**config.mk**
```make
export PLATFORM = sky130hd
export DESIGN_NAME = pc_histogram_profiler
export DESIGN_NICKNAME = d
export VERILOG_FILES = /design/src/hw/rtl/php_pkg.sv /design/src/hw/rtl/php_div.sv /design/src/hw/rtl/php_dp.sv /design/src/hw/rtl/php_ctrl.sv /design/src/hw/rtl/pc_histogram_profiler.sv
export SDC_FILE = /design/constraint.sdc
export NUM_CORES = 2
export LEC_CHECK = 0
export ABC_CLOCK_PERIOD_IN_PS = 17550
export BUFFER_PORTS_ARGS = -buffer_cell sky130_fd_sc_hd__clkbuf_2
export CELL_PAD_IN_SITES_DETAIL_PLACEMENT = 0
export CELL_PAD_IN_SITES_GLOBAL_PLACEMENT = 2
export CORE_AREA = 2 2 639 641
export DETAILED_ROUTE_END_ITERATION = 7
export DIE_AREA = 0 0 641 643
export PLACE_DENSITY_LB_ADDON = 0.1
export SLEW_MARGIN = 15
export SYNTH_ARGS = -nofsm -noshare
export SYNTH_HDL_FRONTEND = slang
export SYNTH_SLANG_ARGS = --single-unit
```
**constraint.sdc**
```tcl
create_clock -name clk -period 17.55 [get_ports clk]
set_input_delay 1.755 -clock clk [delete_from_list [all_inputs] [get_ports clk]]
set_output_delay 1.755 -clock clk [all_outputs]
set_load 0.01 [all_outputs]
```
**src/hw/rtl/php_pkg.sv**
```systemverilog
// php_pkg: shared types and constants of the pc histogram profiler.
// No dependencies; imported by every rtl file of the block.
package php_pkg;

  localparam logic [1:0] ACT_RECORD = 2'd0;
  localparam logic [1:0] ACT_DUMP   = 2'd1;
  localparam logic [1:0] ACT_CLEAR  = 2'd2;

  localparam logic [1:0] CFG_BASE  = 2'd0;
  localparam logic [1:0] CFG_WORDS = 2'd1;

  localparam int unsigned WORD_BYTES = 4;

  typedef struct packed {
    logic [1:0]  action;
    logic [31:0] pc;
    logic [31:0] cyc_begin;
    logic [31:0] cyc_finish;
    logic [31:0] threshold;
  } in_word_t;

  typedef struct packed {
    logic [31:0] entry_pc;
    logic [31:0] hit_count;
    logic [31:0] mean_cycles;
    logic [31:0] total_instructions;
    logic        entry_valid;
    logic        last;
  } out_word_t;

  typedef enum logic [2:0] {
    S_IDLE,
    S_REC,
    S_SCAN,
    S_DIV,
    S_EMIT,
    S_FIN
  } state_t;

  typedef struct packed {
    logic load;
    logic rec_rd;
    logic rec_wr;
    logic clr;
    logic scan_init;
    logic scan_run;
    logic div_start;
    logic emit;
    logic fin;
  } cmd_t;

  typedef struct packed {
    logic scan_done;
    logic found;
    logic div_done;
  } status_t;

endpackage

```
**src/hw/rtl/php_div.sv**
```systemverilog
// php_div: restoring 32-bit unsigned divider, one quotient bit per cycle.
// Imports php_pkg; no other dependencies.
module php_div import php_pkg::*; (
  input  logic        clk,
  input  logic        rst_n,
  input  logic        start,
  input  logic [31:0] dividend,
  input  logic [31:0] divisor,
  output logic        done,
  output logic [31:0] quotient
);

  logic [31:0] dq_r, rem_r, den_r;
  logic [4:0]  cnt_r;
  logic        act_r, done_r;
  logic [32:0] trial, diff;

  assign trial = {rem_r, dq_r[31]};
  assign diff  = trial - {1'b0, den_r};

  always_ff @(posedge clk) begin
    if (!rst_n) begin
      act_r  <= 1'b0;
      done_r <= 1'b0;
      cnt_r  <= '0;
    end else begin
      done_r <= 1'b0;
      if (start) begin
        act_r <= 1'b1;
        cnt_r <= '0;
      end else if (act_r) begin
        cnt_r <= cnt_r + 5'd1;
        if (cnt_r == 5'd31) begin
          act_r  <= 1'b0;
          done_r <= 1'b1;
        end
      end
    end
  end

  always_ff @(posedge clk) begin
    if (start) begin
      dq_r  <= dividend;
      rem_r <= '0;
      den_r <= divisor;
    end else if (act_r) begin
      if (!diff[32]) begin
        rem_r <= diff[31:0];
        dq_r  <= {dq_r[30:0], 1'b1};
      end else begin
        rem_r <= trial[31:0];
        dq_r  <= {dq_r[30:0], 1'b0};
      end
    end
  end

  assign done     = done_r;
  assign quotient = dq_r;

endmodule

```
**src/hw/rtl/php_dp.sv**
```systemverilog
// php_dp: datapath - config registers, count and sum tables, dump scan, result register.
// Depends on php_pkg and php_div.
module php_dp import php_pkg::*; #(
  parameter int DEPTH = 64
) (
  input  logic        clk,
  input  logic        rst_n,
  input  cmd_t        cmd,
  output status_t     status,
  input  in_word_t    in_word,
  input  logic        cfg_we,
  input  logic [1:0]  cfg_index,
  input  logic [31:0] cfg_wdata,
  output logic        out_strobe,
  output out_word_t   out_word
);

  localparam int AW = (DEPTH > 1) ? $clog2(DEPTH) : 1;
  localparam logic [6:0] DEPTH7 = 7'(DEPTH);

  logic [31:0] base_r;
  logic [6:0]  words7_r;
  logic [AW:0] words;

  logic [31:0] hit_mem [DEPTH];
  logic [31:0] sum_mem [DEPTH];
  logic [DEPTH-1:0] vld_r;

  logic [31:0] cnt_q_r, sum_q_r;
  logic        vq_r;
  logic [31:0] eff_cnt, eff_sum;

  logic [AW-1:0] slot_r, rd_addr;
  logic          inr_r;
  logic [31:0]   delta_r, thr_r, total_r;
  logic [31:0]   diff_in;
  logic          inr_in;

  logic [AW:0]   sidx_r;
  logic [AW-1:0] pidx_r;
  logic          pv_r;

  logic [AW-1:0] best_idx_r;
  logic [31:0]   best_cnt_r, best_sum_r;
  logic          best_vld_r;
  logic [31+AW:0] key, best_key, prev_key_r;
  logic          have_prev_r;
  logic          qual, better;

  logic          have_pend_r;
  logic [31:0]   pend_pc_r, pend_cnt_r, pend_avg_r;

  logic          div_done;
  logic [31:0]   quo;
  logic          out_strobe_r;
  out_word_t     out_r;

  assign words = (words7_r > DEPTH7) ? (AW+1)'(DEPTH) : words7_r[AW:0];

  // slot of the incoming pc; wraps below the base and lands out of range
  assign diff_in = in_word.pc - base_r;
  assign inr_in  = diff_in[31:2] < 30'(words);

  always_ff @(posedge clk) begin
    if (!rst_n) begin
      base_r   <= '0;
      words7_r <= 7'd64;
    end else if (cfg_we) begin
      case (cfg_index)
        CFG_BASE:  base_r   <= cfg_wdata;
        CFG_WORDS: words7_r <= cfg_wdata[6:0];
        default: ;
      endcase
    end
  end

  assign rd_addr = cmd.rec_rd ? diff_in[AW+1:2] : sidx_r[AW-1:0];

  always_ff @(posedge clk) begin
    cnt_q_r <= hit_mem[rd_addr];
    sum_q_r <= sum_mem[rd_addr];
    vq_r    <= vld_r[rd_addr];
    if (cmd.rec_wr && inr_r) begin
      hit_mem[slot_r] <= eff_cnt + 32'd1;
      sum_mem[slot_r] <= eff_sum + delta_r;
    end
  end

  assign eff_cnt = vq_r ? cnt_q_r : '0;
  assign eff_sum = vq_r ? sum_q_r : '0;

  always_ff @(posedge clk) begin
    if (!rst_n) begin
      vld_r   <= '0;
      total_r <= '0;
    end else begin
      if (cmd.clr) vld_r <= '0;
      else if (cmd.rec_wr && inr_r) vld_r[slot_r] <= 1'b1;
      if (cmd.rec_rd) total_r <= total_r + 32'd1;
    end
  end

  always_ff @(posedge clk) begin
    if (cmd.load) begin
      slot_r  <= diff_in[AW+1:2];
      inr_r   <= inr_in;
      delta_r <= in_word.cyc_finish - in_word.cyc_begin;
      thr_r   <= in_word.threshold;
    end
  end

  // scan: order key is count high, inverted index low, so larger key reports first
  assign key      = {eff_cnt, ~pidx_r};
  assign best_key = {best_cnt_r, ~best_idx_r};
  assign qual     = (eff_cnt >= thr_r) && (!have_prev_r || key < prev_key_r);
  assign better   = !best_vld_r || key > best_key;

  always_ff @(posedge clk) begin
    if (!rst_n) begin
      sidx_r      <= '0;
      pv_r        <= 1'b0;
      best_vld_r  <= 1'b0;
      have_prev_r <= 1'b0;
      have_pend_r <= 1'b0;
    end else begin
      if (cmd.load) begin
        have_prev_r <= 1'b0;
        have_pend_r <= 1'b0;
      end
      if (cmd.scan_init) begin
        sidx_r     <= '0;
        pv_r       <= 1'b0;
        best_vld_r <= 1'b0;
      end else if (cmd.scan_run) begin
        pv_r <= sidx_r < words;
        if (sidx_r < words) sidx_r <= sidx_r + 1'b1;
        if (pv_r && qual && better) best_vld_r <= 1'b1;
      end
      if (cmd.emit) begin
        have_pend_r <= 1'b1;
        have_prev_r <= 1'b1;
      end
    end
  end

  always_ff @(posedge clk) begin
    if (cmd.scan_run) begin
      pidx_r <= sidx_r[AW-1:0];
      if (pv_r && qual && better) begin
        best_idx_r <= pidx_r;
        best_cnt_r <= eff_cnt;
        best_sum_r <= eff_sum;
      end
    end
    if (cmd.emit) begin
      prev_key_r <= best_key;
      pend_pc_r  <= base_r + {{(30-AW){1'b0}}, best_idx_r, 2'b00};
      pend_cnt_r <= best_cnt_r;
      pend_avg_r <= (best_cnt_r == '0) ? '0 : quo;
    end
  end

  php_div u_div (
    .clk      (clk),
    .rst_n    (rst_n),
    .start    (cmd.div_start),
    .dividend (best_sum_r),
    .divisor  (best_cnt_r),
    .done     (div_done),
    .quotient (quo)
  );

  // results leave one behind the scan so the final one can carry last
  always_ff @(posedge clk) begin
    if (!rst_n) begin
      out_strobe_r <= 1'b0;
    end else begin
      out_strobe_r <= (cmd.emit && have_pend_r) || cmd.fin;
    end
  end

  always_ff @(posedge clk) begin
    if (cmd.emit || cmd.fin) begin
      out_r.entry_pc           <= have_pend_r ? pend_pc_r : '0;
      out_r.hit_count          <= have_pend_r ? pend_cnt_r : '0;
      out_r.mean_cycles        <= have_pend_r ? pend_avg_r : '0;
      out_r.total_instructions <= total_r;
      out_r.entry_valid        <= have_pend_r;
      out_r.last               <= cmd.fin;
    end
  end

  assign status.scan_done = (sidx_r >= words) && !pv_r;
  assign status.found     = best_vld_r;
  assign status.div_done  = div_done;
  assign out_strobe       = out_strobe_r;
  assign out_word         = out_r;

`ifndef SYNTHESIS
  a_clr: assert property (@(posedge clk) disable iff (!rst_n)
    cmd.clr |=> (vld_r == '0)) else $error("clear left valid bits set");
  a_total: assert property (@(posedge clk) disable iff (!rst_n)
    cmd.rec_rd |=> (total_r == $past(total_r) + 32'd1)) else $error("total not counted");
  a_mid: assert property (@(posedge clk) disable iff (!rst_n)
    (out_strobe_r && !out_r.last) |-> out_r.entry_valid) else $error("bad mid-dump word");
`endif

endmodule

```
**src/hw/rtl/php_ctrl.sv**
```systemverilog
// php_ctrl: sequencer for record, clear and dump.
// Depends on php_pkg.
module php_ctrl import php_pkg::*; (
  input  logic       clk,
  input  logic       rst_n,
  input  logic       start,
  input  logic [1:0] action,
  input  status_t    status,
  output cmd_t       cmd,
  output logic       busy
);

  state_t state_r, state_nxt;
  logic   acc;

  assign acc = start && (state_r == S_IDLE);

  always_ff @(posedge clk) begin
    if (!rst_n) state_r <= S_IDLE;
    else        state_r <= state_nxt;
  end

  always_comb begin
    state_nxt = state_r;
    case (state_r)
      S_IDLE: begin
        if (acc && action == ACT_RECORD) state_nxt = S_REC;
        else if (acc && action == ACT_DUMP) state_nxt = S_SCAN;
      end
      S_REC:  state_nxt = S_IDLE;
      S_SCAN: begin
        if (status.scan_done) state_nxt = status.found ? S_DIV : S_FIN;
      end
      S_DIV:  if (status.div_done) state_nxt = S_EMIT;
      S_EMIT: state_nxt = S_SCAN;
      S_FIN:  state_nxt = S_IDLE;
      default: state_nxt = S_IDLE;
    endcase
  end

  always_comb begin
    cmd = '0;
    case (state_r)
      S_IDLE: begin
        cmd.load      = acc;
        cmd.rec_rd    = acc && action == ACT_RECORD;
        cmd.clr       = acc && action == ACT_CLEAR;
        cmd.scan_init = acc && action == ACT_DUMP;
      end
      S_REC:  cmd.rec_wr = 1'b1;
      S_SCAN: begin
        cmd.scan_run  = 1'b1;
        cmd.div_start = status.scan_done && status.found;
      end
      S_DIV:  ;
      S_EMIT: begin
        cmd.emit      = 1'b1;
        cmd.scan_init = 1'b1;
      end
      S_FIN:  cmd.fin = 1'b1;
      default: ;
    endcase
  end

  assign busy = (state_r != S_IDLE);

endmodule

```
**src/hw/rtl/pc_histogram_profiler.sv**
```systemverilog
// pc_histogram_profiler: top level, controller plus datapath.
// Depends on php_pkg, php_ctrl, php_dp (which holds php_div).
//
// Per-word histogram of executed pcs. An input word is taken when start is high and
// busy low. For a record word the count and sum tables are read on the accept
// edge and written back in the next cycle. A clear word drops the valid bit that
// the tables carry per entry. A dump walks the table once per reported entry and
// once more to find none, all through the single table read port; each found entry
// then passes through the serial divider for its average and an emit state, and
// the final word is posted after the last walk.
// Results come out on out_word, one cycle each,
// marked by out_strobe; the receiver cannot stall, so take every strobed word.
// The final word of a dump has last set; an empty dump gives one word with
// entry_valid clear. Config writes are for idle time only.
module pc_histogram_profiler import php_pkg::*; #(
  parameter int DEPTH = 64
) (
  input  logic        clk,
  input  logic        rst_n,
  input  logic        start,
  output logic        busy,
  input  in_word_t    in_word,
  output logic        out_strobe,
  output out_word_t   out_word,
  input  logic        cfg_we,
  input  logic [1:0]  cfg_index,
  input  logic [31:0] cfg_wdata
);

  cmd_t    cmd;
  status_t status;

  php_ctrl u_ctrl (
    .clk    (clk),
    .rst_n  (rst_n),
    .start  (start),
    .action (in_word.action),
    .status (status),
    .cmd    (cmd),
    .busy   (busy)
  );

  php_dp #(.DEPTH(DEPTH)) u_dp (
    .clk        (clk),
    .rst_n      (rst_n),
    .cmd        (cmd),
    .status     (status),
    .in_word    (in_word),
    .cfg_we     (cfg_we),
    .cfg_index  (cfg_index),
    .cfg_wdata  (cfg_wdata),
    .out_strobe (out_strobe),
    .out_word   (out_word)
  );

endmodule

```
==> metrics.yaml <==
logic_synthesis:
  synthesis.instances: 14700
  syn_avg_cell_area_sq_um: 13.5
  synth.distinct_cells: 78
  ys_warn_count: 0
  async_reset_ff_frac: 0
  synth_edf_count: 4539
  syn_area_sq_um: 198000
  synth_fp_nets: 15100
  ys_ff_latch: 4792
  synthFlopType: "edfxtp_1"
  ys_seq_area_frac: 0.714
cts:
  clock_sinks: 4792
  clockBufferDepth: 4
  htree_levels: 6
  clk-insertion-delay-late_ns: 1.07
  root_buffer: "clkbuf_16"
  cts_resized: 0
  cts_hold_buf: 0
  post-cts-setup-buffers: 0
  clk_pin_slew_ns: 0.06
  numCtsBuffers: 525
  cts_tree: "yes"
min_path:
  hold_path_class: "reg2reg"
critical_path:
  setup.worst_path.end_class: "flop"
  required_ns: 18.43
  worstPathArrival_ns: 7.81
  cp_max_fo: 112
  crit_type: "in2reg"
  slowest_delay_ns: 0.85
  crit_buf_inv: 7
  cp_cell_sequence: "clkbuf_2 -> nand2b_1 -> nor3_4 -> buf_4 -> mux2i_4 -> buf_12 -> buf_4 -> buf_4 -> buf_4 -> buf_4 -> mux2i_1 -> mux2i_1 -> mux2i_1 -> mux2i_1 -> a32oi_1 -> o221ai_1"
  path_common_cell: "buf_4"
  crit_family: "buffers and inverters"
  slowest_stage: "buf_4"
  startpoint_type: "input pin"
placement:
  place_ws_ns: 9.71
  detailed_place_hpwl_um: 337000
  placed_cell_area_sq_um: 206000
  place.gp.congestion: 0.823
  numPortBuffers: 299
die:
  die_w_um: 641
  fp.dieH_um: 643
  dieArea_sq_um: 412000
  rows: 234
  num_io_pins: 300
  initial_utilization: 0.488
  coreArea_sq_um: 405000
route:
  drtIter0Drc: 15500
  wl_per_cell_um: 30.3
  antenna_left: 0
  vias_per_cell: 6.12
  drc: 0
  wirelength_um: 631000
  firstDrtPassIters: 8
  vias: 128000
grt:
  grt_pass1_vias: 121000
  grt_max_degree: 176
  grt_overflow: 0
  grt.total_usage: 0.299
  met2_usage: 0.467
  globalRouteMet3Util: 0.0456
  gr-max-usage-layer: "met2"
  grt_pass1_wl_um: 888000
  grt_util_met1: 0.434
  antenna_found_initial: 29
sta:
  fmax_mhz: 144
  tightest_slew_ns: 1.32
  hold-worst-slack_ns: 0.458
  setup_slack_ns: 10.62
  hold_viol: 0
  fin_crit_ns: 6.93
  slew_headroom: 0.119
  rsz0062_at_grt: "false"
  finalSetupTns_ns: 0
  setup_viol: 0
  fin_skew_ns: 0.0602
  slew_viol_final: 0
  fin_crit_sh: 0.395
pwr:
  leakage_nw: 81.5
  p_per_area_nw_per_um2: 129
  ir_drop_mv: 0.106
status:
  outcome: "finished, final reports clean"
finish:
  fill_cells: 33000
  synthToLayoutAreaGrowth_pct: 12.8
  final_area_sq_um: 223000
  drive_gt1_frac: 0.101
  nets: 15400
job:
  max_cap_viol_count: 0
[layer usage]
| layer | up-vias | part of all wire |
|---|---|---|
| li1 | 55100 | - |
| met1 | 65400 | 0.42 |
| met2 | 6019 | 0.46 |
| met3 | 1026 | 0.089 |
| met4 | 2 | 0.032 |
| met5 | - | 0.000017 |
[worst register-to-register path, stage by stage (launching register included)]
cell	delay, ns
dfxtp_1	0.50
nor3_4	0.32
inv_2	0.10
nor3_4	0.17
buf_4	0.35
mux2i_4	0.33
buf_12	0.53
buf_4	0.86
buf_4	0.86
buf_4	0.73
buf_4	0.73
mux2i_1	0.32
mux2i_1	0.09
mux2i_1	0.19
mux2i_1	0.11
a32oi_1	0.28
o221ai_1	0.17
[layout by cell type (no fill, tap or decap), drive strengths merged, types with 36 or more instances in the layout]
master / synthesis / final
a21o: 216 / 216
a21oi: 209 / 209
a311o: 67 / 67
a311oi: 395 / 395
a31oi: 142 / 142
a32oi: 67 / 67
and2: 175 / 175
and3: 352 / 352
buf: 404 / 339
bufinv: 0 / 36
clkbuf: 477 / 1010
clkinv: 0 / 166
dfxtp: 253 / 253
edfxtp: 4539 / 4539
ha: 255 / 255
inv: 271 / 301
mux2i: 1012 / 1012
nand2: 3504 / 3504
nand3: 1099 / 1099
nand4: 113 / 113
nor2: 319 / 319
nor2b: 64 / 64
nor3: 37 / 37
o211ai: 77 / 77
o21ai: 118 / 118
o221ai: 70 / 70
xnor2: 119 / 119
xor2: 65 / 65
[final cells by class]
| type | count | area (sq um) | share of cell area |
|---|---|---|---|
| Sequential cell | 4792 | 141000 | 0.633 |
| Multi-Input combinational cell | 8751 | 52900 | 0.237 |
| Clock buffer | 711 | 14500 | 0.0651 |
| Tap cell | 5428 | 6790 | 0.0304 |
| Timing Repair Buffer | 638 | 4420 | 0.0198 |
| Clock inverter | 239 | 2300 | 0.0103 |
| Inverter | 271 | 1020 | 0.00458 |
| Antenna cell | 14 | 35.0 | 0.000157 |
[cells by family (layout without fill, tap and decap cells)]
family                     count (synthesis)  count (layout)  synth area share
and+or+nand+nor                         5771            5771             0.127
AOI/OAI and AO/OA                       1519            1519            0.0575
adders and majority gates                259             259            0.0165
DFF                                     4792            4792             0.714
buffers and inverters                   1152            1859            0.0247
other                                      0              14                 0
xor gates and xnor gates                 184             184           0.00814
muxes                                   1018            1018            0.0516
[cells in the mapped netlist, types with 6 or more instances]
library cell  instances  area share
o21ba_2              12     0.00061
a31oi_1             141      0.0045
inv_1               270      0.0051
a211oi_1             35      0.0013
a2111oi_0             7     0.00031
nor2b_1              64      0.0020
nand4_1             113      0.0036
a21o_1              216      0.0082
o21ai_0             115      0.0029
a31o_2                7     0.00031
buf_4                41      0.0016
nand3b_1              8     0.00030
buf_1                52     0.00099
xnor2_1             119      0.0053
o21a_1               24     0.00091
buf_2               309      0.0078
nor4_1               17     0.00054
dfxtp_1             253       0.026
and2_1              173      0.0055
and4_1                6     0.00027
a32oi_1              67      0.0030
or3_1                17     0.00054
xor2_1               65      0.0029
a311o_1              67      0.0034
and3_1              352       0.011
nor3_1               35     0.00089
nand3_1            1099       0.028
o221ai_1             70      0.0031
a21oi_1             209      0.0053
nand2_1            3504       0.066
o21bai_1             16     0.00061
ha_1                255       0.016
a311oi_1            395       0.017
o211ai_1             76      0.0029
or2_2                12     0.00038
nand2b_1             30     0.00095
nor2_1              318      0.0060
edfxtp_1           4539        0.69
clkbuf_1            477      0.0090
mux2i_1            1011       0.051
[metrics by stage]
step	cells	power, mW	util
final	20800	28.8	0.551
after floorplan	14700	16.6	-
after CTS	20800	28.9	0.551
after global routing	20800	29.7	0.551
after global placement	19900	18.0	0.509
after detailed placement	19900	18.1	0.509
[power breakdown]
group | switching (mW) | leakage [nW] | internal, mW
sequential | 0.148 | 43.5 | 13.6
combinational | 3.00 | 29.8 | 1.14
clock | 4.52 | 8.22 | 6.35
[final timing paths]
| check | from | to | slack [ns] | depth (start not counted) |
|---|---|---|---|---|
| worst max-delay path | in_word[129] | u_dp.sum_q_r[18]$_DFF_P_ | 10.62 | 16 |
| worst min-delay path | u_dp.total_r[31]$_SDFFE_PN0P_ | u_dp.out_word[33]$_DFFE_PP_ | 0.46 | 0 |
| worst max register to register | u_ctrl.state_r[0]$_SDFFE_PN0P_ | u_dp.sum_q_r[18]$_DFF_P_ | 10.74 | 16 |
| worst min register to register | u_dp.total_r[31]$_SDFFE_PN0P_ | u_dp.out_word[33]$_DFFE_PP_ | 0.46 | 0 |
[state kept, by name, indices dropped and copies added (netlist names), 64 cells and up]
name	flops
u_dp.out_word	130
u_dp.hit_mem	2048
u_dp.sum_mem	2048
u_dp.vld_r	64
Note: power is estimated with default switching activity, not from simulation.
